[src/rascan_pkg.sv]
// ----------------------------------------------------------------------------
// Scan sequencer package
// Beat types, action codes and the mux pin table.
// ----------------------------------------------------------------------------
package rascan_pkg;

  // Codes of the next_action field.
  localparam logic [1:0] ACT_NEXT_CHANNEL = 2'd0;
  localparam logic [1:0] ACT_SWITCH_MUX   = 2'd1;
  localparam logic [1:0] ACT_NONE         = 2'd2;

  // Codes of the command field.
  localparam logic CMD_CONVERSION = 1'b0;
  localparam logic CMD_READ       = 1'b1;

  localparam logic [9:0] FULL_SCALE_RESET = 10'h3FF;

  // Select pins for each source: reference, then banks in order.
  localparam logic [2:0] PIN_CODES [8] = '{3'd0, 3'd1, 3'd2, 3'd4, 3'd6, 3'd3, 3'd5, 3'd7};

  typedef struct packed {
    logic       command;
    logic [2:0] channel;
    logic [9:0] sample;
    logic [3:0] read_index;
  } in_item_t;

  typedef struct packed {
    logic [1:0]  next_action;
    logic [2:0]  next_channel;
    logic [2:0]  mux_pins;
    logic        all_valid;
    logic [19:0] read_value;
    logic        channel_error;
  } result_t;

  // Front queue head as seen by the back end.
  typedef struct packed {
    logic     valid;
    in_item_t item;
  } head_t;

  function automatic logic [2:0] pins_of(logic [2:0] src);
    return PIN_CODES[src];
  endfunction

endpackage

[src/rascan_ram.sv]
// ----------------------------------------------------------------------------
// Generic RAM
// One write port and one read port with registered read data.
// ----------------------------------------------------------------------------
module rascan_ram #(
  parameter int WIDTH = 20,
  parameter int DEPTH = 16,
  localparam int AW = (DEPTH > 1) ? $clog2(DEPTH) : 1
) (
  input  logic             clk_i,
  input  logic             we_i,
  input  logic [AW-1:0]    waddr_i,
  input  logic [WIDTH-1:0] wdata_i,
  input  logic [AW-1:0]    raddr_i,
  output logic [WIDTH-1:0] rdata_o
);

  logic [WIDTH-1:0] mem_q [DEPTH];
  logic [WIDTH-1:0] rdata_q;

  // Write and registered read.
  always_ff @(posedge clk_i) begin
    if (we_i) begin
      mem_q[waddr_i] <= wdata_i;
    end
    rdata_q <= mem_q[raddr_i];
  end

  assign rdata_o = rdata_q;

endmodule

[src/rascan_front.sv]
// ----------------------------------------------------------------------------
// Scan sequencer front queue
// Two-entry queue that takes input beats and holds them for the back end.
// ----------------------------------------------------------------------------
module rascan_front import rascan_pkg::*; (
  input  logic     clk_i,
  input  logic     rst_ni,
  input  logic     push,
  output logic     full,
  input  in_item_t in_item_i,
  output head_t    head_o,
  input  logic     take_i
);

  logic [1:0] count_q, count_d;
  logic       wptr_q, rptr_q;
  in_item_t   slot_q [2];
  logic       do_push, do_take;

  assign full    = (count_q == 2'd2);
  assign do_push = push && !full;
  assign do_take = take_i && (count_q != 2'd0);

  // Occupancy follows pushes and takes.
  always_comb begin
    count_d = count_q;
    if (do_push && !do_take) begin
      count_d = count_q + 2'd1;
    end else if (!do_push && do_take) begin
      count_d = count_q - 2'd1;
    end
  end

  always_ff @(posedge clk_i or negedge rst_ni) begin
    if (!rst_ni) begin
      count_q <= 2'd0;
      wptr_q  <= 1'b0;
      rptr_q  <= 1'b0;
    end else begin
      count_q <= count_d;
      if (do_push) begin
        wptr_q <= !wptr_q;
      end
      if (do_take) begin
        rptr_q <= !rptr_q;
      end
    end
  end

  // Payload storage needs no reset.
  always_ff @(posedge clk_i) begin
    if (do_push) begin
      slot_q[wptr_q] <= in_item_i;
    end
  end

  assign head_o.valid = (count_q != 2'd0);
  assign head_o.item  = slot_q[rptr_q];

endmodule

[src/rascan_div.sv]
// ----------------------------------------------------------------------------
// Serial divider
// Restoring division of a 20-bit numerator by a 10-bit divisor, one bit a cycle.
// ----------------------------------------------------------------------------
module rascan_div (
  input  logic        clk_i,
  input  logic        rst_ni,
  input  logic        start_i,
  input  logic [19:0] num_i,
  input  logic [9:0]  den_i,
  output logic        done_o,
  output logic [19:0] quo_o
);

  logic [19:0] quo_q;
  logic [9:0]  rem_q, den_q;
  logic [4:0]  cnt_q;
  logic        busy_q, done_q;
  logic [10:0] shifted;
  logic        fits;

  // One trial subtraction per cycle.
  assign shifted = {rem_q, quo_q[19]};
  assign fits    = (shifted >= {1'b0, den_q});

  always_ff @(posedge clk_i or negedge rst_ni) begin
    if (!rst_ni) begin
      busy_q <= 1'b0;
      done_q <= 1'b0;
      cnt_q  <= 5'd0;
    end else begin
      done_q <= 1'b0;
      if (start_i) begin
        busy_q <= 1'b1;
        cnt_q  <= 5'd0;
      end else if (busy_q) begin
        cnt_q <= cnt_q + 5'd1;
        if (cnt_q == 5'd19) begin
          busy_q <= 1'b0;
          done_q <= 1'b1;
        end
      end
    end
  end

  always_ff @(posedge clk_i) begin
    if (start_i) begin
      quo_q <= num_i;
      rem_q <= 10'd0;
      den_q <= den_i;
    end else if (busy_q) begin
      quo_q <= {quo_q[18:0], fits};
      rem_q <= fits ? 10'(shifted - {1'b0, den_q}) : shifted[9:0];
    end
  end

  assign done_o = done_q;
  assign quo_o  = quo_q;

endmodule

[src/rascan_back.sv]
// ----------------------------------------------------------------------------
// Scan sequencer back end
// Decodes queued beats, steps the mux sequence, scales samples and keeps the table.
// ----------------------------------------------------------------------------
module rascan_back import rascan_pkg::*; #(
  parameter int CHANNELS_PER_BANK = 4,
  parameter int BANK_COUNT        = 4,
  parameter int TABLE_DEPTH       = 16
) (
  input  logic       clk_i,
  input  logic       rst_ni,
  input  head_t      head_i,
  output logic       take_o,
  input  logic [9:0] full_scale_i,
  output logic       empty,
  input  logic       pop,
  output result_t    result_o
);

  localparam int AW = (TABLE_DEPTH > 1) ? $clog2(TABLE_DEPTH) : 1;

  localparam logic [2:0] S_IDLE = 3'd0;
  localparam logic [2:0] S_MUL  = 3'd1;
  localparam logic [2:0] S_DIV  = 3'd2;
  localparam logic [2:0] S_RD   = 3'd3;
  localparam logic [2:0] S_HOLD = 3'd4;

  logic [2:0]  state_q, state_d;
  logic [2:0]  src_q;
  logic [9:0]  ref_q;
  logic        done_q;
  logic [TABLE_DEPTH-1:0] vld_q;

  result_t     res_q, out_q;
  logic        out_valid_q;
  logic [9:0]  den_q;
  logic [19:0] prod_q;
  logic [AW-1:0] addr_q;
  logic        rd_ok_q;

  in_item_t    it;
  logic        start;
  logic [6:0]  slot;
  logic        chan_err, advance, wrap;
  logic [2:0]  src_inc, src_next;
  logic        div_start, div_done;
  logic [19:0] quo;
  logic        ram_we;
  logic [AW-1:0] ram_waddr, ram_raddr;
  logic [19:0] ram_wdata, ram_rdata;
  logic        load_out;

  assign it    = head_i.item;
  assign start = (state_q == S_IDLE) && head_i.valid;
  assign take_o = start;

  // Slot and sequencing decisions for the head beat.
  assign slot     = 7'(it.channel) + 7'(CHANNELS_PER_BANK) * 7'(3'(src_q - 3'd1));
  assign chan_err = (4'(it.channel) >= 4'(CHANNELS_PER_BANK)) ||
                    (slot >= 7'(TABLE_DEPTH));
  assign advance  = (src_q == 3'd0) || (4'(it.channel) >= 4'(CHANNELS_PER_BANK - 1));
  assign src_inc  = src_q + 3'd1;
  assign wrap     = ({1'b0, src_inc} > 4'(BANK_COUNT)) || (src_inc == 3'd0);
  assign src_next = wrap ? 3'd0 : src_inc;

  // Sequencer state machine.
  always_comb begin
    state_d = state_q;
    unique case (state_q)
      S_IDLE: begin
        if (start) begin
          if (it.command == CMD_READ) begin
            state_d = S_RD;
          end else if (src_q != 3'd0 && !chan_err && ref_q != 10'd0) begin
            state_d = S_MUL;
          end else begin
            state_d = S_HOLD;
          end
        end
      end
      S_MUL: state_d = S_DIV;
      S_DIV: begin
        if (div_done) begin
          state_d = S_HOLD;
        end
      end
      S_RD: state_d = S_HOLD;
      S_HOLD: begin
        if (load_out) begin
          state_d = S_IDLE;
        end
      end
      default: state_d = S_IDLE;
    endcase
  end

  assign load_out  = (state_q == S_HOLD) && (!out_valid_q || pop);
  assign div_start = (state_q == S_MUL);

  // The table read starts at decode so that its data is ready in the read state.
  assign ram_raddr = start ? AW'(it.read_index) : addr_q;

  // Table writes: raw sample at decode, quotient when the divide ends.
  always_comb begin
    ram_we    = 1'b0;
    ram_waddr = addr_q;
    ram_wdata = quo;
    if (start && it.command == CMD_CONVERSION && src_q != 3'd0 && !chan_err &&
        ref_q == 10'd0) begin
      ram_we    = 1'b1;
      ram_waddr = slot[AW-1:0];
      ram_wdata = 20'(it.sample);
    end else if (state_q == S_DIV && div_done) begin
      ram_we = 1'b1;
    end
  end

  // Control state.
  always_ff @(posedge clk_i or negedge rst_ni) begin
    if (!rst_ni) begin
      state_q     <= S_IDLE;
      src_q       <= 3'd0;
      ref_q       <= 10'd0;
      done_q      <= 1'b0;
      vld_q       <= '0;
      out_valid_q <= 1'b0;
    end else begin
      state_q <= state_d;
      if (ram_we) begin
        vld_q[ram_waddr] <= 1'b1;
      end
      if (start && it.command == CMD_CONVERSION) begin
        if (src_q == 3'd0) begin
          ref_q <= it.sample;
        end
        if (advance) begin
          src_q <= src_next;
          if (wrap) begin
            done_q <= 1'b1;
          end
        end
      end
      if (load_out) begin
        out_valid_q <= 1'b1;
      end else if (pop) begin
        out_valid_q <= 1'b0;
      end
    end
  end

  // Result assembly.
  always_ff @(posedge clk_i) begin
    if (start) begin
      den_q    <= ref_q;
      rd_ok_q  <= (7'(it.read_index) < 7'(TABLE_DEPTH));
      res_q.channel_error <= 1'b0;
      res_q.read_value    <= '0;
      if (it.command == CMD_READ) begin
        addr_q             <= AW'(it.read_index);
        res_q.next_action  <= ACT_NONE;
        res_q.next_channel <= 3'd0;
        res_q.mux_pins     <= pins_of(src_q);
        res_q.all_valid    <= done_q;
      end else begin
        addr_q <= slot[AW-1:0];
        if (advance) begin
          res_q.next_action  <= ACT_SWITCH_MUX;
          res_q.next_channel <= 3'd0;
          res_q.mux_pins     <= pins_of(src_next);
          res_q.all_valid    <= done_q || wrap;
        end else begin
          res_q.next_action  <= ACT_NEXT_CHANNEL;
          res_q.next_channel <= it.channel + 3'd1;
          res_q.mux_pins     <= pins_of(src_q);
          res_q.all_valid    <= done_q;
        end
        if (src_q == 3'd0) begin
          res_q.read_value <= 20'(it.sample);
        end else if (chan_err) begin
          res_q.channel_error <= 1'b1;
        end else if (ref_q == 10'd0) begin
          res_q.read_value <= 20'(it.sample);
        end
      end
    end else if (state_q == S_MUL) begin
      res_q.read_value <= res_q.read_value;
    end else if (state_q == S_DIV && div_done) begin
      res_q.read_value <= quo;
    end else if (state_q == S_RD) begin
      res_q.read_value <= (rd_ok_q && vld_q[addr_q]) ? ram_rdata : 20'd0;
    end
    if (state_q == S_IDLE && start && it.command == CMD_CONVERSION) begin
      prod_q <= 20'(it.sample) * 20'(full_scale_i);
    end
    if (load_out) begin
      out_q <= res_q;
    end
  end

  rascan_div u_div (
    .clk_i   (clk_i),
    .rst_ni  (rst_ni),
    .start_i (div_start),
    .num_i   (prod_q),
    .den_i   (den_q),
    .done_o  (div_done),
    .quo_o   (quo)
  );

  rascan_ram #(.WIDTH(20), .DEPTH(TABLE_DEPTH)) u_table (
    .clk_i   (clk_i),
    .we_i    (ram_we),
    .waddr_i (ram_waddr),
    .wdata_i (ram_wdata),
    .raddr_i (ram_raddr),
    .rdata_o (ram_rdata)
  );

  assign empty    = !out_valid_q;
  assign result_o = out_q;

endmodule

[src/ratiometric_adc_scan_sequencer.sv]
// ----------------------------------------------------------------------------
// Ratiometric ADC scan sequencer
// Steps an analog mux through a reference and sample banks and scales samples.
// ----------------------------------------------------------------------------
// A read beat goes from decode through the read state to the hold state; a
// conversion beat that bank-stores a scaled sample passes the multiply and
// divide states, the divider giving one quotient bit per cycle, then the hold
// state; reference, raw-sample and dropped beats go straight from decode to
// the hold state. One beat is worked on at a time; a two-entry input queue
// and the result register let each side stall on its own. The table of scaled
// values reads as zero until written, with no clearing pass after reset.
module ratiometric_adc_scan_sequencer import rascan_pkg::*; #(
  parameter int CHANNELS_PER_BANK = 4,
  parameter int BANK_COUNT        = 4,
  parameter int TABLE_DEPTH       = 16
) (
  input  logic       clk_i,
  input  logic       rst_ni,
  input  logic       push,
  output logic       full,
  input  in_item_t   in_item_i,
  output logic       empty,
  input  logic       pop,
  output result_t    result_o,
  input  logic       cfg_we_i,
  input  logic [9:0] cfg_wdata_i
);

  head_t      head;
  logic       take;
  logic [9:0] full_scale_q;

  // Full-scale configuration register.
  always_ff @(posedge clk_i or negedge rst_ni) begin
    if (!rst_ni) begin
      full_scale_q <= FULL_SCALE_RESET;
    end else if (cfg_we_i) begin
      full_scale_q <= cfg_wdata_i;
    end
  end

  rascan_front u_front (
    .clk_i     (clk_i),
    .rst_ni    (rst_ni),
    .push      (push),
    .full      (full),
    .in_item_i (in_item_i),
    .head_o    (head),
    .take_i    (take)
  );

  rascan_back #(
    .CHANNELS_PER_BANK (CHANNELS_PER_BANK),
    .BANK_COUNT        (BANK_COUNT),
    .TABLE_DEPTH       (TABLE_DEPTH)
  ) u_back (
    .clk_i        (clk_i),
    .rst_ni       (rst_ni),
    .head_i       (head),
    .take_o       (take),
    .full_scale_i (full_scale_q),
    .empty        (empty),
    .pop          (pop),
    .result_o     (result_o)
  );

endmodule

[config.mk]
export PLATFORM = sky130hd
export DESIGN_NAME = ratiometric_adc_scan_sequencer
export DESIGN_NICKNAME = d
export VERILOG_FILES = /design/src/rascan_pkg.sv /design/src/rascan_ram.sv /design/src/rascan_front.sv /design/src/rascan_div.sv /design/src/rascan_back.sv /design/src/ratiometric_adc_scan_sequencer.sv
export SDC_FILE = /design/constraint.sdc
export NUM_CORES = 1
export LEC_CHECK = 0
export BUFFER_PORTS_ARGS = -buffer_cell sky130_fd_sc_hd__buf_2
export CAP_MARGIN = 40
export CORE_MARGIN = 5
export CORE_UTILIZATION = 45
export DETAILED_ROUTE_END_ITERATION = 8
export PLACE_DENSITY = 0.64
export SLEW_MARGIN = 40
export SYNTH_ARGS = -nofsm -noshare
export SYNTH_HDL_FRONTEND = slang
export SYNTH_HIERARCHICAL = 1
export SYNTH_SLANG_ARGS = --single-unit
[constraint.sdc]
create_clock -name clk_i -period 14.7 [get_ports clk_i]
set_input_delay 0.735 -clock clk_i [delete_from_list [all_inputs] [get_ports clk_i]]
set_output_delay 0.735 -clock clk_i [all_outputs]
set_load 0.005 [all_outputs]
==> results.txt <==
status: finished clean
most common cell after layout, fill and taps aside: edfxtp_1
Worst EP required: 15100 ps
fraction of registers with async set/reset: 9.73%
CP Class: reg2reg
vias: 13844
nets@finish: 1836
routed wire length: 55.6 mm
Worst path most repeated cell: fa_1
CP endpoint kind: flip-flop
CTS Hold Buffers Added: 0
Post-Syn Nets: 1748
I/O Pins: 65
Seq/Total Area, Yosys: 64.1%
Routed Antenna Nets: 0
count of cell types in the netlist: 70
Placeable Area: 56400 um2
worst-path fanout max: 13
Die W: 248 um
slew margin rel.: 45.1%
top cell type's share of synthesized area: 56.3%
first-pass GRT wire length: 86.2 mm
crit path time final: 6040 ps
Routed WL per cell: 22.6 um
RSZ-0062 raised after global routing: false
# diodes: 0
grt ovf: 0
largest net degree at the start of global routing: 76
Post-synth EDFFs: 480
Vias/cell: 5.62
dpl hpwl: 34.8 mm
clock sink count: 565
port buffer count: 64
Post-Synthesis Cell Area: 25600 um2
Hold Fails Final Rpt: 0
Final setup viols: 0
placement-stage cell area: 26800 um2
clock slew at reported path FFs: 60 ps
Avg Inst Size Synth: 16.3 um2
CTS tree: done
CP max-delay cell: dfrtp_1
Peak Freq: 166 MHz
initial antenna violation count: 0
Critical Path Max Stage Delay: 600 ps
PostCTS Resize Cnt: 0
worst path cell trace: buf_4 > mux2_2 > nand2_1 > fa_1 > inv_1 > fa_1 > ha_1 > fa_1 > inv_1 > fa_1 > inv_1 > ha_1 > a21oi_1 > nand2_1 > o31ai_1 > o21a_1 > o21ai_1 > o311ai_1
Final Instance Area: 28700 um2
worst clock skew: 63.3 ps
CP arrival: 6430 ps
Top FF cell, synth: edfxtp_1
Final Wtd Congestion: 0.819
Setup TNS Final: 0 ps
Max Slew Vio Count: 0
Hold Slack: 171 ps
Synth area leader: edfxtp_1
H-tree lvl count: 2
P&R area growth vs syn: 12.0%
share of cells above drive strength 1: 19.8%
cells after synthesis: 1573
final design utilization: 50.8%
commonest non-fill, non-tap cells in the layout: 480 x edfxtp_1, 92 x nand2_1, 86 x inv_1, 79 x ha_1, 77 x and2_1
period utilization: 41.1%
CTS Root Cell: clkbuf_16
number of global-route vias before repair: 14114
Synth Register Bits: 565
Worst Setup Start Kind: flip-flop
standard-cell rows: 87
Max-Cap Viols: 0
CTS buffer count: 56
clock latency on the worst-skew pair: 630 ps
DRT Pass-1 Iters: 5
Ys Warns: 6
worst min-delay path class: in2async
Initial Util: 45.4%
total track usage: 17.9%
CTS Buffer Depth: 3
Iter 0 DRT Violations: 1299
die area: 61700 um2
Die H: 248 um
DRC viols: 0
synth top area cells: edfxtp_1 56%, mux4_2 6.0%, fa_1 4.9%, dfrtp_1 4.4%, ha_1 3.9%
post-CTS setup buffer count: 0
Tightest Pin Transition: 816 ps
==> kinds of logic after synthesis <==
family / share of synthesized area, %
buf+inv: 2.66
mux: 11.8
simple gates: 6.10
fa+ha+maj: 8.79
flops: 64.1
compound gates: 5.54
xor+xnor: 1.06
==> flip-flops by register name, indices dropped and copies added (netlist names), 3 cells and up <==
| register | flops |
|---|---|
| u_back/src_q | 3 |
| u_back/u_div/quo_o | 20 |
| u_back/addr_q | 4 |
| u_back/u_div/rem_q | 10 |
| u_back/den_q | 10 |
| u_back/state_q | 3 |
| u_back/u_table/mem_q | 320 |
| u_front/slot_q | 36 |
| u_back/u_div/cnt_q | 5 |
| full_scale_q | 10 |
| u_back/res_q | 30 |
| u_back/u_table/rdata_o | 20 |
| u_back/vld_q | 16 |
| u_back/result_o | 30 |
| u_back/u_div/den_q | 10 |
| u_back/prod_q | 20 |
| u_back/ref_q | 10 |
==> layer usage <==
layer | part of all wire (%) | GRT usage (%)
met5 | 0 | 0
met4 | 2.3 | 4.30
met3 | 6.1 | 2.75
met2 | 47 | 28.9
met1 | 44 | 25.9
==> final timing paths <==
| kind | startpoint | end | slack, ps | depth (start not counted) |
|---|---|---|---|---|
| worst max-delay path | u_front/rptr_q | u_back/prod_q[17] | 8660 | 18 |
| worst min-delay path | rst_ni | u_back/ref_q[6] | 170 | 2 |
| worst max register to register | u_front/rptr_q | u_back/prod_q[17] | 8660 | 18 |
| worst min register to register | u_back/den_q[4] | u_back/u_div/den_q[4] | 420 | 0 |
| max in group asynchronous | rst_ni | u_back/u_div/busy_q | 14130 | 2 |
| min in group clk_i | in_item_i[17] | u_front/slot_q[1][17] | 310 | 1 |
==> stage by stage <==
step / setup WS, ps / cells
after floorplan: 8760 / 1573
after global placement: 8860 / 2359
after detailed placement: 8760 / 2359
after CTS: 8670 / 2464
after global routing: 8350 / 2464
final: 8660 / 2464
==> critical path, delay by kind of cell (launching register included) <==
| family | cells | cell delay, ps |
|---|---|---|
| fa+ha+maj | 6 | 2590 |
| compound gates | 5 | 1360 |
| flops | 1 | 600 |
| buf+inv | 4 | 500 |
| mux | 1 | 490 |
| simple gates | 2 | 270 |
==> cell type report <==
cell class,instances,area [um2]
fillers,4674,27700
flip-flops and latches,565,16400
multi-input cells,855,8610
clock buffers,76,1500
well taps,756,946
repair buffers,96,572
inverters,87,327
clock inverters,29,312
==> cells in the mapped netlist, drive strengths merged, types with 10 or more instances <==
cell type and count:
edfxtp 480, nand2 93, inv 87, mux4 85, ha 79, and2 77
mux2 76, fa 63, nor2 54, dfrtp 45, clkbuf 43, o21ai 42
a22oi 41, a21oi 37, dfxtp 30, buf 23, a22o 20, xnor2 16
nor3 15, xor2 15, a21o 14, a211oi 11, dfstp 10, mux2i 10
nand2b 10, nor2b 10
Power is not shown: default switching activity piles up to over one toggle a cycle in this logic, so the estimate is an artifact.
